<file path="src/hdl/pms_pkg.sv">
// shared constants and command codes for the packed multiset table
package pms_pkg;

    localparam int SLOTS_DEF = 16;
    localparam int VALUE_W   = 16;
    localparam int CMD_W     = 2;
    localparam int CNT_W     = 5;

    localparam logic [CMD_W-1:0] CMD_INSERT = 2'd0;
    localparam logic [CMD_W-1:0] CMD_DELETE = 2'd1;
    localparam logic [CMD_W-1:0] CMD_COUNT  = 2'd2;

endpackage

</file>
<file path="src/hdl/pms_ram.sv">
// generic single-port-write, single-port-read ram with registered read data
module pms_ram #(
    parameter int WIDTH = 16,
    parameter int DEPTH = 16
) (
    input  logic                     i_clk,
    input  logic                     i_wr_en,
    input  logic [$clog2(DEPTH)-1:0] i_wr_addr,
    input  logic [WIDTH-1:0]         i_wr_data,
    input  logic [$clog2(DEPTH)-1:0] i_rd_addr,
    output logic [WIDTH-1:0]         o_rd_data
);

    logic [WIDTH-1:0] r_mem [DEPTH];
    logic [WIDTH-1:0] r_rd_data;

    always_ff @(posedge i_clk) begin
        if (i_wr_en) begin
            r_mem[i_wr_addr] <= i_wr_data;
        end
        r_rd_data <= r_mem[i_rd_addr];
    end

    assign o_rd_data = r_rd_data;

endmodule

</file>
<file path="src/hdl/packed_multiset_table.sv">
// packed multiset table: slot list in a ram, scanned one entry per cycle
// insert and no-op are settled on the input beat; the result passes through the done state to the output register
// count and delete scan the slot list from slot 0; one ram read per cycle
// throughput: one command at a time, next beat taken once the result is registered
// reset: synchronous, clears the fill count and control; slot contents stay undefined
// a finished result waits in the output register while the next command is taken
module packed_multiset_table #(
    parameter int SLOTS = pms_pkg::SLOTS_DEF
) (
    input  logic                        i_clk,
    input  logic                        i_rst_n,
    input  logic                        i_valid,
    output logic                        o_ready,
    input  logic [pms_pkg::CMD_W-1:0]   i_cmd,
    input  logic [pms_pkg::VALUE_W-1:0] i_value,
    output logic                        o_valid,
    input  logic                        i_ready,
    output logic                        o_ok,
    output logic [pms_pkg::CNT_W-1:0]   o_occurrences,
    output logic [pms_pkg::CNT_W-1:0]   o_fill
);
    import pms_pkg::*;

    localparam int AW = $clog2(SLOTS);
    localparam int FW = $clog2(SLOTS + 1);

    localparam logic [1:0] S_IDLE  = 2'd0;
    localparam logic [1:0] S_SCAN  = 2'd1;
    localparam logic [1:0] S_SHIFT = 2'd2;
    localparam logic [1:0] S_DONE  = 2'd3;

    logic [1:0]         r_state, n_state;
    logic [FW-1:0]      r_fill, n_fill;
    logic [CMD_W-1:0]   r_cmd, n_cmd;
    logic [VALUE_W-1:0] r_value, n_value;
    logic [AW-1:0]      r_idx, n_idx;
    logic [FW-1:0]      r_cnt, n_cnt;
    logic               r_ok, n_ok;
    logic               r_out_valid, n_out_valid;
    logic               r_out_ok, n_out_ok;
    logic [CNT_W-1:0]   r_out_occ, n_out_occ;
    logic [CNT_W-1:0]   r_out_fill, n_out_fill;

    logic               w_in_beat;
    logic               w_wr_en;
    logic [AW-1:0]      w_wr_addr;
    logic [VALUE_W-1:0] w_wr_data;
    logic [AW-1:0]      w_rd_addr;
    logic [VALUE_W-1:0] w_rd_data;
    logic               w_match;
    logic               w_last;
    logic               w_shift_last;

    pms_ram #(
        .WIDTH (VALUE_W),
        .DEPTH (SLOTS)
    ) u_ram (
        .i_clk     (i_clk),
        .i_wr_en   (w_wr_en),
        .i_wr_addr (w_wr_addr),
        .i_wr_data (w_wr_data),
        .i_rd_addr (w_rd_addr),
        .o_rd_data (w_rd_data)
    );

    assign o_ready      = (r_state == S_IDLE);
    assign w_in_beat    = i_valid && o_ready;
    assign w_match      = (w_rd_data == r_value);
    assign w_last       = (FW'(r_idx) == r_fill - FW'(1));
    assign w_shift_last = (FW'(r_idx) + FW'(2) == r_fill);

    always_comb begin
        n_state     = r_state;
        n_fill      = r_fill;
        n_cmd       = r_cmd;
        n_value     = r_value;
        n_idx       = r_idx;
        n_cnt       = r_cnt;
        n_ok        = r_ok;
        n_out_valid = r_out_valid;
        n_out_ok    = r_out_ok;
        n_out_occ   = r_out_occ;
        n_out_fill  = r_out_fill;
        w_wr_en     = 1'b0;
        w_wr_addr   = r_fill[AW-1:0];
        w_wr_data   = i_value;
        w_rd_addr   = r_idx + AW'(1);

        if (r_out_valid && i_ready) begin
            n_out_valid = 1'b0;
        end

        case (r_state)
            S_IDLE: begin
                w_rd_addr = '0;
                if (w_in_beat) begin
                    n_cmd   = i_cmd;
                    n_value = i_value;
                    n_idx   = '0;
                    n_cnt   = '0;
                    n_ok    = 1'b0;
                    n_state = S_DONE;
                    case (i_cmd)
                        CMD_INSERT: begin
                            if (r_fill < FW'(SLOTS)) begin
                                w_wr_en = 1'b1;
                                n_fill  = r_fill + FW'(1);
                                n_ok    = 1'b1;
                            end
                        end
                        CMD_DELETE, CMD_COUNT: begin
                            if (r_fill != '0) begin
                                n_state = S_SCAN;
                            end
                        end
                        default: begin
                        end
                    endcase
                end
            end
            S_SCAN: begin
                n_idx = r_idx + AW'(1);
                if (r_cmd == CMD_COUNT) begin
                    if (w_match) begin
                        n_cnt = r_cnt + FW'(1);
                    end
                    if (w_last) begin
                        n_state = S_DONE;
                    end
                end else if (w_match) begin
                    n_idx = r_idx;
                    if (w_last) begin
                        n_fill  = r_fill - FW'(1);
                        n_ok    = 1'b1;
                        n_state = S_DONE;
                    end else begin
                        n_state = S_SHIFT;
                    end
                end else if (w_last) begin
                    n_state = S_DONE;
                end
            end
            S_SHIFT: begin
                // move slot idx+1 down into idx, next read two ahead
                w_rd_addr = r_idx + AW'(2);
                w_wr_en   = 1'b1;
                w_wr_addr = r_idx;
                w_wr_data = w_rd_data;
                n_idx     = r_idx + AW'(1);
                if (w_shift_last) begin
                    n_fill  = r_fill - FW'(1);
                    n_ok    = 1'b1;
                    n_state = S_DONE;
                end
            end
            S_DONE: begin
                if (!r_out_valid || i_ready) begin
                    n_out_valid = 1'b1;
                    n_out_ok    = r_ok;
                    n_out_occ   = CNT_W'(r_cnt);
                    n_out_fill  = CNT_W'(r_fill);
                    n_state     = S_IDLE;
                end
            end
            default: begin
                n_state = S_IDLE;
            end
        endcase
    end

    always_ff @(posedge i_clk) begin
        if (!i_rst_n) begin
            r_state     <= S_IDLE;
            r_fill      <= '0;
            r_out_valid <= 1'b0;
        end else begin
            r_state     <= n_state;
            r_fill      <= n_fill;
            r_out_valid <= n_out_valid;
        end
    end

    always_ff @(posedge i_clk) begin
        r_cmd      <= n_cmd;
        r_value    <= n_value;
        r_idx      <= n_idx;
        r_cnt      <= n_cnt;
        r_ok       <= n_ok;
        r_out_ok   <= n_out_ok;
        r_out_occ  <= n_out_occ;
        r_out_fill <= n_out_fill;
    end

    assign o_valid       = r_out_valid;
    assign o_ok          = r_out_ok;
    assign o_occurrences = r_out_occ;
    assign o_fill        = r_out_fill;

    a_fill_bound: assert property (@(posedge i_clk) disable iff (!i_rst_n)
        r_fill <= FW'(SLOTS))
        else $error("fill count beyond capacity");

    a_busy_after_beat: assert property (@(posedge i_clk) disable iff (!i_rst_n)
        w_in_beat |=> (r_state != S_IDLE))
        else $error("command beat did not start work");

    a_shift_needs_two: assert property (@(posedge i_clk) disable iff (!i_rst_n)
        (r_state == S_SHIFT) |-> (r_fill >= FW'(2)))
        else $error("shift with fewer than two slots");

    a_count_not_ok: assert property (@(posedge i_clk) disable iff (!i_rst_n)
        (r_out_valid && (r_out_occ != '0)) |-> !r_out_ok)
        else $error("count result flagged ok");

endmodule
</file>
<file path="config.mk">
export PLATFORM = sky130hd
export DESIGN_NAME = packed_multiset_table
export DESIGN_NICKNAME = d
export VERILOG_FILES = /design/src/hdl/pms_pkg.sv /design/src/hdl/pms_ram.sv /design/src/hdl/packed_multiset_table.sv
export SDC_FILE = /design/constraint.sdc
export NUM_CORES = 1
export LEC_CHECK = 0
export BUFFER_PORTS_ARGS = -buffer_cell sky130_fd_sc_hd__buf_2
export CAP_MARGIN = 20
export CORE_MARGIN = 8
export CORE_UTILIZATION = 52
export CTS_BUF_LIST = sky130_fd_sc_hd__clkbuf_8
export DETAILED_ROUTE_END_ITERATION = 7
export GPL_TIMING_DRIVEN = 0
export PLACE_DENSITY = 0.68
export SYNTH_ARGS = -nofsm -noshare
export SYNTH_HDL_FRONTEND = slang
export SYNTH_HIERARCHICAL = 1
export SYNTH_SLANG_ARGS = --single-unit
</file>
<file path="constraint.sdc">
create_clock -name i_clk -period 8.4 [get_ports i_clk]
set_clock_uncertainty 0.05 [all_clocks]
set_input_delay 1.68 -clock i_clk [delete_from_list [all_inputs] [get_ports i_clk]]
set_output_delay 1.68 -clock i_clk [all_outputs]
set_load 0.005 [all_outputs]
</file>
==> results_dict.tcl, run 1 <==
set metrics [dict create \
    status "finished clean" \
    yosysUniqueCellTypes 52 \
    path_cells "buf_2, and2_1, a21o_1, or3b_2, nor3_2, buf_4" \
    max-clock-path-buffers 3 \
    highest_count_cells_in_the_layout_ignoring_fill_and_taps "295 x edfxtp_1, 54 x mux4_2, 51 x clkbuf_8" \
    path_max_fanout 19 \
    vias 6503 \
    synthCells 654 \
    port_buffers 34 \
    first_pass_grt_wire_length_microns 40000 \
    dominantRegCellSynth "edfxtp_1" \
    cts_resized 0 \
    yosysWarningCount 6 \
    num_antenna_cells 0 \
    final.min_clock_period_ps 4190 \
    timing_max_transition_violations_final 0 \
    worstSkewPairLatency_ps 560 \
    drive_above_1_share_pct 27.2 \
    cts_inserted_buffers 50 \
    hpwl_microns 18000 \
    htree_levels 2 \
    power.switching_mw 1.72 \
    drt.antenna.violating_nets 0 \
    clkSinkCount 319 \
    core_area_sq_mm 0.0241 \
    hold_buffers 0 \
    post_synth_instance_area_sq_mm 0.0127 \
    irDropWorstVdd_mv 0.199 \
    grt_use_total_pct 18.3 \
    place_area_sq_mm 0.0135 \
    synthToLayoutAreaGrowth_pct 13.9 \
    pwrdens_mw_per_mm2 360 \
    dr.first_iter.drc_count 552 \
    grt_start_max_net_pins 20 \
    arrival_time_at_the_worst_endpoint_ps 4400 \
    met3_layer_usage_reported_by_global_route_pct 3.45 \
    final_count_of_hold_timing_violations 0 \
    clock_tree.root_cell "clkbuf_8" \
    die-area_sq_mm 0.0296 \
    pin_slew_with_the_least_headroom_to_its_limit_ps 994 \
    fill_cell_total_of_the_finished_layout 1769 \
    slew_headroom_pct 33.0 \
    initial_utilization_pct 52.6 \
    intPower_mw 3.47 \
    required_time_reported_for_the_critical_path_endpoint_ps 8610 \
    floorplan.io_pins 35 \
    die_y_microns 172 \
    timing.setup.tns_ps 0 \
    postSynth.asyncResetShare_pct 0 \
    largest_stage_delay_worst_path_ps 720 \
    power_frac_seq_pct 41.8 \
    ys_seq_elements 319 \
    path_class_of_the_lowest_slack_min_delay_path "flop to flop" \
    cts_post_setup_buffers_inserted 0 \
    max_freq_mhz 239 \
    synth_fp_nets 686 \
    finalWeightedCongestion 0.906 \
    wl_per_cell_microns 23.4 \
    layout_commonest_cell "edfxtp_1" \
    initial_antenna_violation_count 0 \
    pwr-share-comb_pct 35.7 \
    setup_viol 0 \
    grt_pass1_vias 6821 \
    grt_use_met2_pct 31.9 \
    worstSetupPathType "input port to flop" \
    global_route.overflow_total 0 \
    via_per_inst 5.80 \
    final_area_sq_mm 0.0144 \
    netSwitchingFraction_pct 33.2 \
    final_min_period_over_clock_period_pct 49.9 \
    clk_pin_slew_worst_paths_ps 60 \
    drtPass1Iterations 5 \
    groute.layer.met1.usage_pct 22.9 \
    die_w_microns 172 \
    power.leakage_nw 4.81 \
    number_of_nets_at_the_end_of_the_flow 788 \
    p_clk_share_pct 22.4 \
    routed_wl_microns 26200 \
    crit_slowest_cell "and2_1" \
    crit_path_start_kind "input port" \
    cap_viol_max_count 0 \
    synth_seq_area_share_pct 73.7 \
    unrepaired_setup_endpoints_after_global_routing "no" \
    fp-row-count 57 \
    syn_area_per_cell_sq_um 19.4 \
    drc_errors 0 \
    tritoncts "built" \
    timing.critical_path.to_type "flop" \
    number_of_flops_mapped_to_enable_cells_by_yosys 295 \
    gr-max-usage-layer "met2" \
]
==> cell families (layout without fill, tap and decap cells) <==
family	Yosys count	in the layout	share of synthesized area, %
buffers and inverters	38	181	1.58
XOR/XNOR	31	31	2.14
adder cells (fa/ha/maj)	10	10	0.987
AND/OR/NAND/NOR	106	106	4.27
flip-flops	319	319	73.7
multiplexers	87	87	13.7
AO/OA/AOI/OAI	63	63	3.66
==> flip-flops by register name (all words and copies together), names as in the netlist <==
register / cells
u_ram/r_mem: 256
r_value: 16
u_ram/o_rd_data: 16
o_fill: 5
o_occurrences: 5
r_cnt: 5
r_fill: 5
r_idx: 4
r_cmd: 2
r_state: 2
o_ok: 1
o_valid: 1
r_ok: 1
==> synthesized netlist by cell type (2+ instances only) <==
master	n	area (sq um)
a211oi_1	3	22.5
a21oi_1	5	25.0
a22oi_1	32	240
a31oi_1	2	12.5
and2_1	10	62.6
buf_1	6	22.5
buf_2	2	10.0
buf_4	3	22.5
buf_6	4	45.0
clkbuf_1	12	45.0
dfxtp_1	24	480
edfxtp_1	295	8860
ha_1	10	125
inv_1	9	33.8
mux2_2	18	203
mux2i_1	5	50.1
mux4_1	10	263
mux4_2	54	1220
nand2_1	31	116
nand2b_1	4	25.0
nand3_1	6	30.0
nand3b_1	2	15.0
nand4_1	2	12.5
nor2_1	20	75.1
nor2b_1	8	50.1
nor3_1	9	45.0
nor4_1	4	25.0
nor4b_1	2	17.5
o21ai_0	7	35.0
o31ai_1	2	15.0
or3_1	2	12.5
or3b_2	2	17.5
xnor2_1	10	87.6
xor2_1	21	184
==> per-layer routing <==
metal	share of wire [%]	vias up
met2	52	213
met1	40	3362
met5	0	-
li1	-	2869
met4	2.1	0
met3	5.8	59
==> critical path: cells and delay by family <==
kind | cells | cell delay [ps]
AOI/OAI and AO/OA | 1 | 290
buffers and inverters | 2 | 460
and+or+nand+nor | 3 | 1940
==> per-stage QoR <==
| step | power [mW] | hold WS (ps) | util [%] | setup slack, ps | std cells |
|---|---|---|---|---|---|
| 2_1_floorplan | 3.53 | 350 | - | 3890 | 654 |
| 3_3_place_gp | 3.99 | 362 | 55.0 | 2410 | 1012 |
| 3_5_place_dp | 4.07 | 361 | 56.1 | 3620 | 1028 |
| 4_1_cts | 5.25 | 376 | 59.9 | 4230 | 1121 |
| 5_1_grt | 5.46 | 376 | 59.9 | 4050 | 1121 |
| 6_report | 5.20 | 372 | 59.9 | 4210 | 1121 |
==> final timing paths <==
kind	cells past startpoint	startpoint	slack, ps	end
hold / removal	0	r_ok$_SDFFCE_PN1P_	370	o_ok$_DFFE_PP_
hold reg to reg	0	r_ok$_SDFFCE_PN1P_	370	o_ok$_DFFE_PP_
setup / recovery	6	i_valid	4210	u_ram/r_mem[0][9]$_DFFE_PP_
setup reg to reg	8	r_state[0]$_SDFFE_PN0P_	4270	u_ram/r_mem[0][9]$_DFFE_PP_
==> final cells by class <==
type	instances	area [sq um]	share of cell area [%]
Sequential cell	319	9340	64.7
Multi-Input combinational cell	297	3180	22.1
Clock buffer	50	688	4.77
Tap cell	324	405	2.81
Timing Repair Buffer	50	404	2.80
Clock inverter	43	210	1.46
Buffer	29	166	1.15
Inverter	9	33.8	0.234
==> power by group through the flow <==
stage | logic, mW | registers, mW | clock network [mW]
floorplan | 1.36 | 2.17 | 0
global placement | 1.79 | 2.20 | 0
detailed placement | 1.87 | 2.20 | 0
CTS | 1.88 | 2.17 | 1.20
global route | 2.00 | 2.19 | 1.26
finish | 1.86 | 2.17 | 1.17
Note: power is estimated with default switching activity, not from simulation.
==> run 2, diff against run 1 <==
--- a/config.mk
+++ b/config.mk
@@ -12,7 +12,7 @@
 export CTS_BUF_LIST = sky130_fd_sc_hd__clkbuf_8
 export DETAILED_ROUTE_END_ITERATION = 7
 export GPL_TIMING_DRIVEN = 0
-export PLACE_DENSITY = 0.68
+export PLACE_DENSITY = 0.71
 export SYNTH_ARGS = -nofsm -noshare
 export SYNTH_HDL_FRONTEND = slang
 export SYNTH_HIERARCHICAL = 1
==> constraint.sdc (replaced) <==
create_clock -name i_clk -period 3.8 [get_ports i_clk]
set_clock_uncertainty 0.05 [all_clocks]
set_input_delay 0.76 -clock i_clk [delete_from_list [all_inputs] [get_ports i_clk]]
set_output_delay 0.76 -clock i_clk [all_outputs]
set_load 0.005 [all_outputs]
==> results_dict.tcl, run 2 (synthesis gave the netlist of run 1 again) <==
set metrics [dict create \
    status "finished clean" \
    global_route.overflow_total 0 \
    htree_levels 2 \
    dr.first_iter.drc_count 611 \
    routed_wl_microns 26600 \
    slew_headroom_pct 37.2 \
    synthToLayoutAreaGrowth_pct 14.2 \
    die-area_sq_mm 0.0296 \
    arrival_time_at_the_worst_endpoint_ps 4030 \
    initial_antenna_violation_count 0 \
    final_area_sq_mm 0.0145 \
    hpwl_microns 17600 \
    total_power_of_the_final_layout_mw 11.6 \
    die_w_microns 172 \
    clock_tree.root_cell "clkbuf_8" \
    number_of_nets_at_the_end_of_the_flow 788 \
    wl_met2_microns 13200 \
    hold_buffers 0 \
    timing.setup.tns_ps 0 \
    drtPass1Iterations 4 \
    drc_errors 0 \
    cap_viol_max_count 0 \
    clk_pin_slew_worst_paths_ps 60 \
    largest_stage_delay_worst_path_ps 440 \
    port_buffers 34 \
    cts_post_setup_buffers_inserted 0 \
    grt_use_total_pct 18.4 \
    max_freq_mhz 274 \
    power.leakage_nw 4.88 \
    grt_pass1_vias 6790 \
    cts_inserted_buffers 49 \
    first_pass_grt_wire_length_microns 40000 \
    worstPathBufferInverterCount 6 \
    drive_above_1_share_pct 28.6 \
    wl_per_cell_microns 23.8 \
    die_y_microns 172 \
    floorplan.io_pins 35 \
    dr_wl_met3_microns 1580 \
    timing_max_transition_violations_final 0 \
    reg_with_most_ffs "u_ram/r_mem" \
    rr_worst_depth 11 \
    final_min_period_over_clock_period_pct 96.1 \
    num_antenna_cells 0 \
    clkSinkCount 319 \
    crit_path_start_kind "flop" \
    vias 6546 \
    initial_utilization_pct 52.6 \
    required_time_reported_for_the_critical_path_endpoint_ps 4180 \
    layout_commonest_cell "edfxtp_1" \
    highest_count_cells_in_the_layout_ignoring_fill_and_taps "295 x edfxtp_1, 55 x clkbuf_8, 54 x mux4_2" \
    via_per_inst 5.84 \
    final_count_of_hold_timing_violations 0 \
    irDropWorstVdd_mv 0.497 \
    finalWeightedCongestion 0.843 \
    pwrdens_mw_per_mm2 798 \
    met1_wire_length_microns 11100 \
    crit_slowest_cell "clkbuf_1" \
    fill_cell_total_of_the_finished_layout 1734 \
    place_area_sq_mm 0.0135 \
    maxUsedRoutingLayer "met4" \
    grt_start_max_net_pins 20 \
    largest_register_ffs 256 \
    path_delay_family "buffers and inverters" \
    tritoncts "built" \
    core_area_sq_mm 0.0241 \
    path_cells "inv_1, ha_1, buf_2, clkbuf_1, inv_1, o21ai_0, buf_2, clkbuf_2, mux4_2, a22oi_1, nand2_1" \
    unrepaired_setup_endpoints_after_global_routing "yes" \
    setup_viol 0 \
    fp-row-count 57 \
    critical_path_cell_count 11 \
    pin_slew_with_the_least_headroom_to_its_limit_ps 937 \
    worstSetupPathType "flop to flop" \
    drt.antenna.violating_nets 0 \
    path_class_of_the_lowest_slack_min_delay_path "input port to flop" \
    path_max_fanout 10 \
    hold_depth 1 \
    timing.critical_path.to_type "flop" \
    worstSkewPairLatency_ps 560 \
    max-clock-path-buffers 3 \
    final.min_clock_period_ps 3650 \
]
-- run 2: per-stage QoR --
| step | setup WS [ps] | util, % | cells | hold slack [ps] |
|---|---|---|---|---|
| final | 150 | 60.0 | 1120 | 331 |
| after global routing | -1.29 | 60.0 | 1120 | 309 |
| after CTS | -53.4 | 60.0 | 1120 | 298 |
| after detailed placement | -383 | 56.2 | 1029 | 362 |
| after global placement | -1700 | 55.0 | 1012 | 361 |
| after floorplan | 32.5 | - | 654 | 350 |
-- run 2: worst reg2reg max path: cells and delay by family, from the launching register on --
family          cells  cell delay, ps
flops               1             330
simple gates        1             100
compound gates      2             620
mux                 1             370
fa+ha+maj           1             300
buf+inv             6            1750
-- run 2: cell type report --
type	count	area, sq um	share of cell area [%]
multi-input cells	297	3200	22.1
clock buffers	54	743	5.13
flip-flops and latches	319	9340	64.5
well taps	324	405	2.80
clock inverters	37	164	1.13
inverters	9	33.8	0.233
plain buffers	29	175	1.21
repair buffers	51	412	2.84
-- run 2: worst paths after layout --
path	endpoint	from	slack [ps]
max	u_ram/o_rd_data[2]$_DFF_P_	r_state[0]$_SDFFE_PN0P_	150
min	r_value[2]$_DFFE_PP_	i_value[2]	330
max reg2reg	u_ram/o_rd_data[2]$_DFF_P_	r_state[0]$_SDFFE_PN0P_	150
min reg2reg	o_ok$_DFFE_PP_	r_ok$_SDFFCE_PN1P_	370
-- run 2: per-layer routing --
layer	GRT usage, %	vias to the layer above
met2	30.3	233
met1	24.1	3404
met4	7.23	0
met5	0	-
met3	3.36	45
li1	-	2864
-- run 2: what timing repair did --
item	4_1_cts	5_1_grt
endpoints found under the setup margin	87	79
gates resized for setup	8	7
gates cloned	0	0
hold endpoints to repair	0	0
-- run 2: report_power, final --
group          switching [mW]  total (mW)  internal (mW)
clock                    1.26        2.57           1.31
sequential              0.233        4.80           4.57
combinational            2.35        4.19           1.83
total                    3.85        11.6           7.71
==> run 3, diff against run 2 <==
--- a/config.mk
+++ b/config.mk
@@ -12,7 +12,8 @@
 export CTS_BUF_LIST = sky130_fd_sc_hd__clkbuf_8
 export DETAILED_ROUTE_END_ITERATION = 7
 export GPL_TIMING_DRIVEN = 0
-export PLACE_DENSITY = 0.71
+export PLACE_DENSITY = 0.68
+export RECOVER_POWER = 100
 export SYNTH_ARGS = -nofsm -noshare
 export SYNTH_HDL_FRONTEND = slang
 export SYNTH_HIERARCHICAL = 1
==> constraint.sdc (replaced) <==
create_clock -name i_clk -period 3.7 [get_ports i_clk]
set_clock_uncertainty 0.05 [all_clocks]
set_input_delay 0.74 -clock i_clk [delete_from_list [all_inputs] [get_ports i_clk]]
set_output_delay 0.74 -clock i_clk [all_outputs]
set_load 0.005 [all_outputs]
==> results_dict.tcl, run 3 (synthesis gave the netlist of run 1 again) <==
set metrics [dict create \
    max_freq_mhz 277 \
    met3_layer_usage_reported_by_global_route_pct 3.63 \
    clock_tree.root_cell "clkbuf_8" \
    max-clock-path-buffers 3 \
    unrepaired_setup_endpoints_after_global_routing "yes" \
    reg_with_most_ffs "u_ram/r_mem" \
    power.switching_mw 4.06 \
    required_time_reported_for_the_critical_path_endpoint_ps 3920 \
    drtPass1Iterations 5 \
    crit_path_start_kind "flop" \
    worstPathBufferInverterCount 4 \
    routed_wl_microns 26900 \
    layout_commonest_cell "edfxtp_1" \
    cts_inserted_buffers 50 \
    final_min_period_over_clock_period_pct 97.5 \
    clkSinkCount 319 \
    finalWeightedCongestion 0.822 \
    htree_levels 2 \
    worstSetupPathType "flop to flop" \
    final_count_of_hold_timing_violations 0 \
    floorplan.io_pins 35 \
    tritoncts "built" \
    drive_above_1_share_pct 26.3 \
    path_max_fanout 14 \
    die-area_sq_mm 0.0296 \
    grt_use_total_pct 18.5 \
    hpwl_microns 17700 \
    vias 6567 \
    wl_per_cell_microns 24.0 \
    grt_use_met2_pct 31.6 \
    grt_start_max_net_pins 20 \
    layout_setup_ws_ps 90.9 \
    drt.antenna.violating_nets 0 \
    p_clk_share_pct 23.4 \
    fp-row-count 57 \
    worstSkewPairLatency_ps 580 \
    fin_hold_ws_ps 296 \
    power.leakage_nw 4.84 \
    core_area_sq_mm 0.0241 \
    cap_viol_max_count 0 \
    total_power_of_the_final_layout_mw 12.1 \
    drc_errors 0 \
    initial_antenna_violation_count 0 \
    dr.first_iter.drc_count 588 \
    slew_headroom_pct 33.9 \
    hold_buffers 0 \
    timing_max_transition_violations_final 0 \
    path_cells "inv_1, ha_1, clkbuf_2, clkbuf_1, o21ai_1, nand2_1, nor2_2, buf_16" \
    grt_pass1_vias 6715 \
    crit_slowest_cell "o21ai_1" \
    via_per_inst 5.85 \
    pin_slew_with_the_least_headroom_to_its_limit_ps 985 \
    largest_register_ffs 256 \
    path_class_of_the_lowest_slack_min_delay_path "input port to flop" \
    status "finished clean" \
    cts_post_setup_buffers_inserted 0 \
    groute.layer.met1.usage_pct 23.2 \
    irDropWorstVdd_mv 0.478 \
    setup_viol 0 \
    first_pass_grt_wire_length_microns 40200 \
    clk_pin_slew_worst_paths_ps 60 \
    synthToLayoutAreaGrowth_pct 15.0 \
    die_y_microns 172 \
    intPower_mw 8.08 \
    pwrdens_mw_per_mm2 833 \
    global_route.overflow_total 0 \
    initial_utilization_pct 52.6 \
    final.min_clock_period_ps 3610 \
    num_antenna_cells 0 \
    highest_count_cells_in_the_layout_ignoring_fill_and_taps "295 x edfxtp_1, 59 x clkbuf_8, 54 x mux4_2" \
    number_of_nets_at_the_end_of_the_flow 789 \
    pwr-share-comb_pct 35.9 \
    port_buffers 34 \
    dp_worst_setup_slack_ps -323 \
    power_frac_seq_pct 40.7 \
    cts_resized 10 \
    path_delay_family "buffers and inverters" \
    die_w_microns 172 \
    gr-max-usage-layer "met2" \
    largest_stage_delay_worst_path_ps 840 \
    netSwitchingFraction_pct 33.5 \
    arrival_time_at_the_worst_endpoint_ps 3830 \
    timing.critical_path.to_type "flop" \
]
## run 3: cell types whose count changed in the layout (fill, tap and decap cells not counted), sizes merged
cell    change
bufinv      +1
clkbuf     +27
inv         -2
buf        -23
## run 3: worst paths after layout
check / startpoint / to / slack [ps] / cells after the start
worst max-delay path: r_state[0]$_SDFFE_PN0P_ / u_ram/r_mem[3][3]$_DFFE_PP_ / 90 / 8
worst min-delay path: i_value[12] / r_value[12]$_DFFE_PP_ / 300 / 1
worst max register to register: r_state[0]$_SDFFE_PN0P_ / u_ram/r_mem[3][3]$_DFFE_PP_ / 90 / 8
worst min register to register: r_ok$_SDFFCE_PN1P_ / o_ok$_DFFE_PP_ / 390 / 0
## run 3: cell type report
| cell class | count | area [sq um] |
|---|---|---|
| Buffer | 29 | 176 |
| Timing Repair Buffer | 51 | 420 |
| Sequential cell | 319 | 9340 |
| Clock inverter | 36 | 186 |
| Tap cell | 324 | 405 |
| Inverter | 9 | 33.8 |
| Fill cell | 1789 | 9540 |
| Multi-Input combinational cell | 297 | 3210 |
| Clock buffer | 58 | 798 |
## run 3: layer usage
metal / wire [microns] / vias up
li1: - / 2879
met1: 10800 / 3363
met2: 13600 / 266
met3: 1880 / 59
met5: 0 / -
met4: 703 / 0
## run 3: power by group through the flow
stage	Clock [mW]	Sequential, mW	Combinational [mW]
after global routing	3.04	4.97	4.68
final	2.84	4.94	4.36
after CTS	2.89	4.94	4.37
after global placement	0	4.98	4.17
after detailed placement	0	5.01	4.33
after floorplan	0	4.93	3.08
## run 3: through the flow
stage / cells / TNS, ps / utilization (%) / area (sq um)
detailed placement: 1029 / -25750 / 56.3 / 13600
CTS: 1123 / 0 / 60.5 / 14600
floorplan: 654 / 0 / - / 12700
global route: 1123 / -413 / 60.4 / 14600
finish: 1123 / 0 / 60.4 / 14600
global placement: 1012 / -183770 / 55.0 / 13300
## run 3: worst reg2reg max path, cell delays in order, from the launching register on
cell and delay (ps):
dfxtp_1 360, inv_1 110, ha_1 270, clkbuf_2 260
clkbuf_1 320, o21ai_1 850, nand2_1 400, nor2_2 470
buf_16 220
